<file path="src/hw/rtl/plts_pkg.sv">
// Package: shared types, constants and payload structs for the tint shader.
`default_nettype none
package plts_pkg;
  localparam int MaxLightsDefault = 16;
  localparam int CoordBits = 20;
  localparam int CfgIdxBits = 3;
  localparam int CfgDataBits = 16;

  localparam logic [CfgIdxBits-1:0] RegActive = 3'd0;
  localparam logic [CfgIdxBits-1:0] RegRange  = 3'd1;
  localparam logic [CfgIdxBits-1:0] RegMin    = 3'd2;
  localparam logic [CfgIdxBits-1:0] RegRed    = 3'd3;
  localparam logic [CfgIdxBits-1:0] RegGreen  = 3'd4;
  localparam logic [CfgIdxBits-1:0] RegBlue   = 3'd5;

  localparam logic OpLoad  = 1'b0;
  localparam logic OpShade = 1'b1;

  typedef struct packed {
    logic                      op;
    logic [3:0]                slot;
    logic signed [CoordBits-1:0] pos_x;
    logic signed [CoordBits-1:0] pos_y;
    logic signed [CoordBits-1:0] pos_z;
    logic [15:0]               reach;
    logic [8:0]                strength;
    logic signed [CoordBits-1:0] viewer_x;
    logic signed [CoordBits-1:0] viewer_y;
    logic signed [CoordBits-1:0] viewer_z;
  } in_item_t;

  typedef struct packed {
    logic [7:0] red;
    logic [7:0] green;
    logic [7:0] blue;
    logic [8:0] level;
  } out_item_t;

  // Controller to datapath commands
  typedef struct packed {
    logic start_term;  // begin a falloff term for the current source
    logic player;      // source is the viewer rather than a table slot
    logic first;       // initialize the accumulator from this term
    logic accumulate;  // add the finished term
    logic finish;      // form the output colour
  } dp_cmd_t;

  // Datapath to controller status
  typedef struct packed {
    logic term_done;
  } dp_sts_t;
endpackage
`default_nettype wire

</file>
<file path="src/hw/rtl/point_light_tint_shader.sv">
// Top level: configuration registers, handshakes, controller and datapath.
// A load transaction writes a table slot and gives no result. A shade
// transaction runs the player light and then each of the N active lights
// (N up to 16) through one shared term unit: squared distance, a
// two-bit-per-cycle square root of 25 steps, a load step plus a 26-step
// one-bit-per-cycle divider, then the term. The input stalls from the
// accepted shade until the color is formed, which waits while the
// receiver still holds the previous color.
// One shade is processed at a time; its result sits in an output register
// while the next transaction is accepted.
`default_nettype none
module point_light_tint_shader #(
  parameter int MAX_LIGHTS = plts_pkg::MaxLightsDefault
) (
  input  wire                  clk,
  input  wire                  rst,
  input  wire                  in_valid,
  output logic                 in_stall,
  input  plts_pkg::in_item_t   in_data,
  output logic                 out_valid,
  input  wire                  out_stall,
  output plts_pkg::out_item_t  out_data,
  input  wire                  cfg_we,
  input  wire [plts_pkg::CfgIdxBits-1:0]  cfg_index,
  input  wire [plts_pkg::CfgDataBits-1:0] cfg_data
);
  localparam int IW = $clog2(MAX_LIGHTS + 1);

  logic [4:0]  active_lights;
  logic [15:0] player_range;
  logic [8:0]  min_level, base_red, base_green, base_blue;

  // Configuration registers
  always_ff @(posedge clk) begin
    if (rst) begin
      active_lights <= 5'd0;
      player_range  <= 16'd1000;
      min_level     <= 9'd51;
      base_red      <= 9'd256;
      base_green    <= 9'd218;
      base_blue     <= 9'd179;
    end else if (cfg_we) begin
      case (cfg_index)
        plts_pkg::RegActive: active_lights <= cfg_data[4:0];
        plts_pkg::RegRange:  player_range  <= cfg_data[15:0];
        plts_pkg::RegMin:    min_level     <= cfg_data[8:0];
        plts_pkg::RegRed:    base_red      <= cfg_data[8:0];
        plts_pkg::RegGreen:  base_green    <= cfg_data[8:0];
        plts_pkg::RegBlue:   base_blue     <= cfg_data[8:0];
        default: ;
      endcase
    end
  end

  logic busy, in_take, start, out_free;
  plts_pkg::dp_cmd_t cmd;
  plts_pkg::dp_sts_t sts;
  logic [IW-1:0] light_idx;

  assign in_stall = busy;
  assign in_take  = in_valid && !in_stall;
  assign start    = in_take && (in_data.op == plts_pkg::OpShade);
  assign out_free = !out_valid || !out_stall;

  // Output valid register
  always_ff @(posedge clk) begin
    if (rst) out_valid <= 1'b0;
    else if (cmd.finish) out_valid <= 1'b1;
    else if (!out_stall) out_valid <= 1'b0;
  end

  plts_ctrl #(.MAX_LIGHTS(MAX_LIGHTS)) u_ctrl (
    .clk(clk), .rst(rst), .start(start), .active_lights(active_lights),
    .sts(sts), .out_free(out_free), .cmd(cmd), .light_idx(light_idx), .busy(busy)
  );

  plts_datapath #(.MAX_LIGHTS(MAX_LIGHTS)) u_dp (
    .clk(clk), .rst(rst),
    .load_we(in_take && (in_data.op == plts_pkg::OpLoad)),
    .item(in_data), .capture(start), .cmd(cmd), .light_idx(light_idx),
    .player_range(player_range), .min_level(min_level),
    .base_red(base_red), .base_green(base_green), .base_blue(base_blue),
    .sts(sts), .result(out_data)
  );

`ifndef ASSERT_OFF
  a_out_hold: assert property (@(posedge clk) disable iff (rst)
    out_valid && out_stall |=> out_valid && $stable(out_data))
    else $error("stalled result changed");
  a_no_accept_busy: assert property (@(posedge clk) disable iff (rst)
    start |=> busy) else $error("shade not started");
  a_finish_busy: assert property (@(posedge clk) disable iff (rst)
    cmd.finish |-> busy) else $error("finish outside shade");
`endif
endmodule
`default_nettype wire

</file>
<file path="src/hw/rtl/plts_ctrl.sv">
// Controller: sequences the player light and each active table light.
`default_nettype none
module plts_ctrl #(
  parameter int MAX_LIGHTS = plts_pkg::MaxLightsDefault
) (
  input  wire                     clk,
  input  wire                     rst,
  input  wire                     start,
  input  wire [4:0]               active_lights,
  input  plts_pkg::dp_sts_t       sts,
  input  wire                     out_free,
  output plts_pkg::dp_cmd_t       cmd,
  output logic [$clog2(MAX_LIGHTS+1)-1:0] light_idx,
  output logic                    busy
);
  localparam int IW = $clog2(MAX_LIGHTS + 1);

  typedef enum logic [4:0] {
    S_IDLE = 5'b00001,
    S_PLAY = 5'b00010,
    S_LITE = 5'b00100,
    S_NEXT = 5'b01000,
    S_DONE = 5'b10000
  } state_t;

  state_t state, state_next;
  logic [IW-1:0] count, count_next, idx_next;
  logic          issued, issued_next;

  // Number of contributing lights, saturated at the table depth
  logic [IW-1:0] n_lights;
  always_comb begin
    if (32'(active_lights) > MAX_LIGHTS) n_lights = IW'(MAX_LIGHTS);
    else n_lights = IW'(active_lights);
  end

  always_comb begin
    state_next  = state;
    count_next  = count;
    idx_next    = light_idx;
    issued_next = issued;
    cmd         = '0;
    case (state)
      S_IDLE: begin
        if (start) begin
          state_next  = S_PLAY;
          issued_next = 1'b0;
          count_next  = n_lights;
          idx_next    = '0;
        end
      end
      S_PLAY: begin
        cmd.player = 1'b1;
        if (!issued) begin
          cmd.start_term = 1'b1;
          issued_next    = 1'b1;
        end else if (sts.term_done) begin
          cmd.first   = 1'b1;
          issued_next = 1'b0;
          state_next  = (count == '0) ? S_DONE : S_LITE;
        end
      end
      S_LITE: begin
        if (!issued) begin
          cmd.start_term = 1'b1;
          issued_next    = 1'b1;
        end else if (sts.term_done) begin
          cmd.accumulate = 1'b1;
          issued_next    = 1'b0;
          idx_next       = light_idx + 1'b1;
          state_next     = S_NEXT;
        end
      end
      // Wait for the table read of the next slot to land
      S_NEXT: begin
        state_next = (light_idx == count) ? S_DONE : S_LITE;
      end
      S_DONE: begin
        if (out_free) begin
          cmd.finish = 1'b1;
          state_next = S_IDLE;
        end
      end
      default: state_next = S_IDLE;
    endcase
  end

  always_ff @(posedge clk) begin
    if (rst) begin
      state     <= S_IDLE;
      count     <= '0;
      light_idx <= '0;
      issued    <= 1'b0;
    end else begin
      state     <= state_next;
      count     <= count_next;
      light_idx <= idx_next;
      issued    <= issued_next;
    end
  end

  assign busy = (state != S_IDLE);

`ifndef ASSERT_OFF
  a_idx_range: assert property (@(posedge clk) disable iff (rst)
    light_idx <= IW'(MAX_LIGHTS)) else $error("light index past table");
  a_finish_free: assert property (@(posedge clk) disable iff (rst)
    cmd.finish |-> out_free) else $error("finish while output full");
  a_one_cmd: assert property (@(posedge clk) disable iff (rst)
    $onehot0({cmd.start_term, cmd.first, cmd.accumulate, cmd.finish}))
    else $error("conflicting commands");
`endif
endmodule
`default_nettype wire

</file>
<file path="src/hw/rtl/plts_datapath.sv">
// Datapath: light table, serial square root, serial divider, accumulator.
`default_nettype none
module plts_datapath #(
  parameter int MAX_LIGHTS = plts_pkg::MaxLightsDefault
) (
  input  wire                      clk,
  input  wire                      rst,
  input  wire                      load_we,
  input  plts_pkg::in_item_t       item,
  input  wire                      capture,
  input  plts_pkg::dp_cmd_t        cmd,
  input  wire [$clog2(MAX_LIGHTS+1)-1:0] light_idx,
  input  wire [15:0]               player_range,
  input  wire [8:0]                min_level,
  input  wire [8:0]                base_red,
  input  wire [8:0]                base_green,
  input  wire [8:0]                base_blue,
  output plts_pkg::dp_sts_t        sts,
  output plts_pkg::out_item_t      result
);
  localparam int AW = (MAX_LIGHTS > 1) ? $clog2(MAX_LIGHTS) : 1;
  localparam int CW = plts_pkg::CoordBits;

  // Light table memory
  logic signed [CW-1:0] mem_x [MAX_LIGHTS];
  logic signed [CW-1:0] mem_y [MAX_LIGHTS];
  logic signed [CW-1:0] mem_z [MAX_LIGHTS];
  logic [15:0]          mem_r [MAX_LIGHTS];
  logic [8:0]           mem_s [MAX_LIGHTS];
  logic signed [CW-1:0] rd_x, rd_y, rd_z;
  logic [15:0]          rd_r;
  logic [8:0]           rd_s;
  logic [AW-1:0]        rd_addr;

  assign rd_addr = AW'(light_idx);
  always_ff @(posedge clk) begin
    if (load_we && 32'(item.slot) < MAX_LIGHTS) begin
      mem_x[AW'(item.slot)] <= CW'(item.pos_x);
      mem_y[AW'(item.slot)] <= CW'(item.pos_y);
      mem_z[AW'(item.slot)] <= CW'(item.pos_z);
      mem_r[AW'(item.slot)] <= item.reach;
      mem_s[AW'(item.slot)] <= item.strength;
    end
    rd_x <= mem_x[rd_addr];
    rd_y <= mem_y[rd_addr];
    rd_z <= mem_z[rd_addr];
    rd_r <= mem_r[rd_addr];
    rd_s <= mem_s[rd_addr];
  end

  // Shaded point and viewer captured with the shade transaction
  logic signed [CW-1:0] px, py, pz, vx, vy, vz;
  always_ff @(posedge clk) begin
    if (capture) begin
      px <= CW'(item.pos_x); py <= CW'(item.pos_y); pz <= CW'(item.pos_z);
      vx <= CW'(item.viewer_x); vy <= CW'(item.viewer_y); vz <= CW'(item.viewer_z);
    end
  end

  // Term sequencer: diff -> square sum over the three axes -> sqrt -> divide
  typedef enum logic [5:0] {
    T_IDLE = 6'b000001,
    T_SQ   = 6'b000010,
    T_ROOT = 6'b000100,
    T_DIV  = 6'b001000,
    T_TERM = 6'b010000,
    T_DONE = 6'b100000
  } tstate_t;

  tstate_t tst;
  logic signed [CW:0] dx, dy, dz;
  logic [15:0] range;
  logic [8:0]  str;
  logic        far;
  logic [1:0]  axis;
  logic [33:0] sumsq;
  logic [50:0] rad;      // radicand shift register
  logic [25:0] root;
  logic [25:0] rem;
  logic [4:0]  step;
  logic [25:0] quot;
  logic [16:0] drem;
  logic [8:0]  term;
  logic [15:0] mag;

  always_comb begin
    case (axis)
      2'd0:    mag = dx[CW] ? 16'(-dx) : 16'(dx);
      2'd1:    mag = dy[CW] ? 16'(-dy) : 16'(dy);
      default: mag = dz[CW] ? 16'(-dz) : 16'(dz);
    endcase
  end

  function automatic logic is_far(input logic signed [CW:0] d);
    logic signed [CW:0] a;
    a = d[CW] ? -d : d;
    return (longint'(a) >= 65536);
  endfunction

  // Root: 2 radicand bits per step, 25 steps for the 50-bit sumsq<<16
  logic [27:0] trial;
  assign trial = {rem, rad[50:49]} - {root, 2'b01};

  logic [16:0] dtrial;
  assign dtrial = {drem[15:0], quot[25]} - {1'b0, range};

  always_ff @(posedge clk) begin
    if (rst) begin
      tst <= T_IDLE;
    end else begin
      case (tst)
        T_IDLE: begin
          if (cmd.start_term) begin
            if (cmd.player) begin
              dx <= (CW+1)'(vx) - (CW+1)'(px);
              dy <= (CW+1)'(vy) - (CW+1)'(py);
              dz <= (CW+1)'(vz) - (CW+1)'(pz);
              range <= player_range; str <= 9'd256;
            end else begin
              dx <= (CW+1)'(rd_x) - (CW+1)'(px);
              dy <= (CW+1)'(rd_y) - (CW+1)'(py);
              dz <= (CW+1)'(rd_z) - (CW+1)'(pz);
              range <= rd_r; str <= rd_s;
            end
            axis <= 2'd0; sumsq <= '0;
            tst <= T_SQ;
          end
        end
        T_SQ: begin
          sumsq <= sumsq + 34'(32'(mag) * 32'(mag));
          if (axis == 2'd2) begin
            far <= is_far(dx) || is_far(dy) || is_far(dz) || (range == 16'd0);
            tst <= T_ROOT; step <= '0;
            rad <= {sumsq + 34'(32'(mag) * 32'(mag)), 16'd0, 1'b0};
            root <= '0; rem <= '0;
          end
          axis <= axis + 2'd1;
        end
        T_ROOT: begin
          if (!trial[27]) begin
            rem <= trial[25:0]; root <= {root[24:0], 1'b1};
          end else begin
            rem <= {rem[23:0], rad[50:49]}; root <= {root[24:0], 1'b0};
          end
          rad <= {rad[48:0], 2'b00};
          if (step == 5'd24) begin
            tst <= T_DIV; step <= 5'd31; drem <= '0;
          end else begin
            step <= step + 5'd1;
          end
        end
        T_DIV: begin
          // load the root, then restoring division by range, one bit a cycle
          if (step == 5'd31) begin
            quot <= root; step <= '0;
          end else begin
            if (!dtrial[16]) begin
              drem <= dtrial; quot <= {quot[24:0], 1'b1};
            end else begin
              drem <= {drem[15:0], quot[25]}; quot <= {quot[24:0], 1'b0};
            end
            step <= step + 5'd1;
            if (step == 5'd25) tst <= T_TERM;
          end
        end
        T_TERM: begin
          if (far || quot >= 26'd256) term <= '0;
          else term <= 9'd256 - 9'(quot);
          tst <= T_DONE;
        end
        T_DONE: tst <= T_IDLE;
        default: tst <= T_IDLE;
      endcase
    end
  end
  assign sts.term_done = (tst == T_DONE);

  // Accumulator and clamp
  logic [13:0] acc;
  logic [17:0] contrib;
  logic [8:0]  lvl;
  assign contrib = 18'(term) * 18'(str);

  function automatic logic [8:0] clampv(input logic [13:0] v, input logic [8:0] m);
    logic [13:0] t;
    t = (v < 14'(m)) ? 14'(m) : v;
    return (t > 14'd256) ? 9'd256 : 9'(t);
  endfunction

  function automatic logic [7:0] chan(input logic [8:0] b, input logic [8:0] l);
    logic [25:0] p;
    p = (26'(b) * 26'(l) * 26'd255) >> 16;
    return (p > 26'd255) ? 8'd255 : 8'(p);
  endfunction

  assign lvl = clampv(acc, min_level);

  always_ff @(posedge clk) begin
    if (cmd.first) acc <= 14'(clampv(14'(term), min_level));
    else if (cmd.accumulate) acc <= acc + 14'(contrib[17:8]);
    if (cmd.finish) begin
      result.red   <= chan(base_red, lvl);
      result.green <= chan(base_green, lvl);
      result.blue  <= chan(base_blue, lvl);
      result.level <= lvl;
    end
  end

`ifndef ASSERT_OFF
  a_done_pulse: assert property (@(posedge clk) disable iff (rst)
    tst == T_DONE |=> tst == T_IDLE) else $error("term done not single cycle");
  a_start_idle: assert property (@(posedge clk) disable iff (rst)
    cmd.start_term |-> tst == T_IDLE) else $error("term started while busy");
  a_term_range: assert property (@(posedge clk) disable iff (rst)
    tst == T_DONE |-> term <= 9'd256) else $error("term out of range");
`endif
endmodule
`default_nettype wire

</file>
<file path="config.mk">
export PLATFORM = sky130hd
export DESIGN_NAME = point_light_tint_shader
export DESIGN_NICKNAME = d
export VERILOG_FILES = /design/src/hw/rtl/plts_pkg.sv /design/src/hw/rtl/point_light_tint_shader.sv /design/src/hw/rtl/plts_ctrl.sv /design/src/hw/rtl/plts_datapath.sv
export SDC_FILE = /design/constraint.sdc
export NUM_CORES = 2
export LEC_CHECK = 0
export BUFFER_PORTS_ARGS = -buffer_cell sky130_fd_sc_hd__buf_2
export CAP_MARGIN = 10
export CORE_MARGIN = 2
export CORE_UTILIZATION = 35
export CTS_BUF_LIST = sky130_fd_sc_hd__clkbuf_16
export DETAILED_ROUTE_END_ITERATION = 7
export GPL_TIMING_DRIVEN = 0
export PLACE_DENSITY_LB_ADDON = 0.1
export RECOVER_POWER = 100
export REMOVE_ABC_BUFFERS = 1
export SETUP_SLACK_MARGIN = 0.4
export SYNTH_ARGS = -nofsm -noshare
export SYNTH_HDL_FRONTEND = slang
export SYNTH_SLANG_ARGS = --single-unit
</file>
<file path="constraint.sdc">
create_clock -name clk -period 14.5 [get_ports clk]
set_input_delay 1.45 -clock clk [delete_from_list [all_inputs] [get_ports clk]]
set_output_delay 1.45 -clock clk [all_outputs]
set_load 0.05 [all_outputs]
</file>
==> results.cfg <==
[sta]
fmax_ghz = 0.0755
slew-limit-headroom = -3.42
worst_clock_skew_ns = 0.113
setup_viol = 0
post-route-min-period_ns = 13.25
hold_viol_final = 0
fin_crit_sh = 0.914
fin_hold_ws_ns = 0.453
setup_ws_ns = 1.25
drv_slew = 1729
grt_setup_unrepaired = no
worstMarginPinSlew_ns = 6.62

[drt]
top_layer = met5
drt_iter0_markers = 3959
vias = 60560
ant_nets = 0
routed_wirelength_mm = 279
wl_per_cell_microns = 22.9
drcViolationCount = 0
dr.pass1.iters = 6
wl_met3_mm = 11.4
met2WireLength_mm = 138
via_per_inst = 4.96
wl_met1_mm = 124

[power]
seqPwrFrac = 0.244
clockPowerShare = 0.187
p_sw_w = 0.0118
switching_share = 0.407
ir_drop_mv = 0.557
p_int_w = 0.0171
p_leak_nw = 45.5
p_per_area_nw_per_um2 = 240
combPwrFrac = 0.569
p_total_w = 0.0289

[clocking]
cts_max_path_buffers = 4
cts-root-buf = clkbuf_16
cts_tree = built
cts_setup_buffers = 0
numCtsBuffers = 221
htree_num_levels = 4
ctsHoldBuffers = 0
cts_repair_resize_count = 0
clock_sinks = 1959
clkTransAtPathRegs_ns = 0.06
insertion_delay_ns = 0.92

[synthesis]
synth_top_area_cell = edfxtp_1
yosysMostFrequentCell = edfxtp_1
ys_async_sr_fraction = 0
synthCells = 7547
syn_area_per_cell_sq_um = 14.2
synth_cell_types = 105
yosys_warnings = 0
synthTopCellsByArea = edfxtp_1 50%, fa_1 11%, mux4_2 8.9%
synth_commonest_cells = 1789 x edfxtp_1, 1082 x inv_1, 594 x fa_1, 552 x ha_1, 425 x mux4_2
yosysSeqAreaShare = 0.533
synth_seq_cells = 1959
synth_area_sq_um = 107000
synth.top_cell.area_share = 0.501
synth_edf_count = 1789
synth_top_flop_cell = edfxtp_1

[setup_path]
rr_worst_depth = 43
worstReg2RegEnd = u_dp.result[13]
arrival_ns = 13.86
required_ns = 15.11
crit_path_end_kind = flip-flop
cp_slowest_cell = a21oi_1
reg2reg_from = u_dp.acc[1]
path_max_fanout = 19
cp-start-kind = flip-flop
crit_top_cell = inv_1
cpPeakStageDelay_ns = 1.05
crit_type = flip-flop to flip-flop
cp-startpoint = u_dp.acc[1]
r2r_setup_slack_ns = 1.25

[worst_hold_path]
worstHoldStart = player_range[2]
whs_endpoint = player_range[2]
hold_class = flip-flop to flip-flop
hold_depth = 2

[floorplanning]
core-area_sq_um = 305000
dieWidth_microns = 557
initial_core_util = 0.351
die_h_microns = 557
rows = 203
die-area_sq_um = 311000
pin_count = 209

[run_status]
status = finished with violations
violations = capacitance limit, slew limit

[finish]
final-instance-count-excl-fill = 12198
syn_to_final_growth_pct = 12.3
seq_area_sq_um = 57100
layout-drive-gt1-share = 0.123
multi_input_comb_area_sq_um = 44800
fillers = 28987
final_util = 0.394
nNetsFinal = 9226

[global_route]
grt_pass1_vias = 64996
grt_max_degree = 80
grt-ovfl-total = 0
grt_pass1_wl_mm = 421
antenna_found_initial = 39
grt.total_usage = 0.181

[place]
gp_congestion = 0.783
dp_hpwl_mm = 199
dpl_worst_slack_ns = 1.32
io_buffers = 208
dp_cells = 11781

[run]
maxCapViolations = 84
[per-stage QoR]
stage / TNS [ns] / area (sq um)
after CTS: 0 / 123000
after floorplan: -61.31 / 106000
after detailed placement: 0 / 116000
after global routing: 0 / 120000
after global placement: -2667.08 / 112000
final: 0 / 120000
[cell usage in the layout, fill, tap and decap left out, types with 93 or more instances in the layout]
master | synthesis | final
a21o_1 | 93 | 93
mux4_2 | 425 | 425
a21oi_1 | 240 | 237
fa_1 | 594 | 594
clkbuf_1 | 193 | 301
mux2_2 | 99 | 93
nand2_1 | 424 | 424
edfxtp_1 | 1789 | 1789
inv_1 | 1082 | 1138
dfxtp_1 | 170 | 167
o21ai_0 | 175 | 176
xor2_1 | 122 | 123
and2_1 | 167 | 154
clkbuf_16 | 0 | 221
nor2_1 | 372 | 371
xnor2_1 | 178 | 179
ha_1 | 552 | 552
[power by group through the flow]
stage	combinational (W)	clock [W]	sequential, W
detailed placement	0.0166	0	0.00716
global route	0.0191	0.00578	0.00706
CTS	0.0168	0.00558	0.00704
global placement	0.0165	0	0.00720
finish	0.0164	0.00541	0.00705
floorplan	0.0129	0	0.00716
[worst max-delay path, delay by kind of cell, from the launching register on]
family | cells | cell delay (ns)
AOI/OAI and AO/OA | 18 | 5.05
buffers and inverters | 8 | 0.53
and+or+nand+nor | 4 | 1.56
xor gates and xnor gates | 1 | 0.54
adders and majority gates | 12 | 4.85
DFF | 1 | 0.50
[state kept, by name, indices dropped and copies added, names as in the netlist, 21 cells and up]
| register | cells |
|---|---|
| u_dp.mem_x | 320 |
| u_dp.mem_y | 320 |
| u_dp.mem_z | 320 |
| u_dp.mem_r | 256 |
| u_dp.mem_s | 144 |
| u_dp.rad | 34 |
| u_dp.sumsq | 34 |
| u_dp.result | 33 |
| u_dp.quot | 26 |
| u_dp.rem | 26 |
| u_dp.root | 26 |
| u_dp.dx | 21 |
| u_dp.dy | 21 |
| u_dp.dz | 21 |
[cell type report]
class                   count  share of cell area
clock inverters           187              0.0116
clock buffers             221              0.0460
well taps                4100              0.0426
multi-input cells        4231               0.373
diodes                      7            0.000146
flip-flops and latches   1959               0.475
inverters                1089              0.0340
repair buffers            404              0.0184
[layer usage]
layer  vias up  track usage
met5         -            0
met4        34       0.0332
met3       354       0.0253
met2       943        0.313
met1     31549        0.242
li1      27680            -
[how the worst max path moves through the flow]
stage	endpoint	slack, ns	cells past startpoint
after CTS	u_dp.result[12]	1.39	44
after global placement	u_dp.rd_y[11]	-9.81	2
after global routing	u_dp.rd_z[16]	0.34	8
final	u_dp.result[13]	1.25	43
after detailed placement	u_dp.result[12]	1.32	44
after floorplan	u_ctrl.light_idx[4]	-0.76	4
[logic make-up (layout without fill, tap and decap cells)]
logic type	count (synthesis)	count (layout)	share of synthesized area
AOI/OAI and AO/OA	824	824	0.0511
other	0	7	0
muxes	578	578	0.105
xor gates and xnor gates	306	306	0.0257
buffers and inverters	1357	1901	0.0480
adders and majority gates	1146	1146	0.175
and+or+nand+nor	1377	1377	0.0621
DFF	1959	1959	0.533
Power figures use the tool's default switching activity.
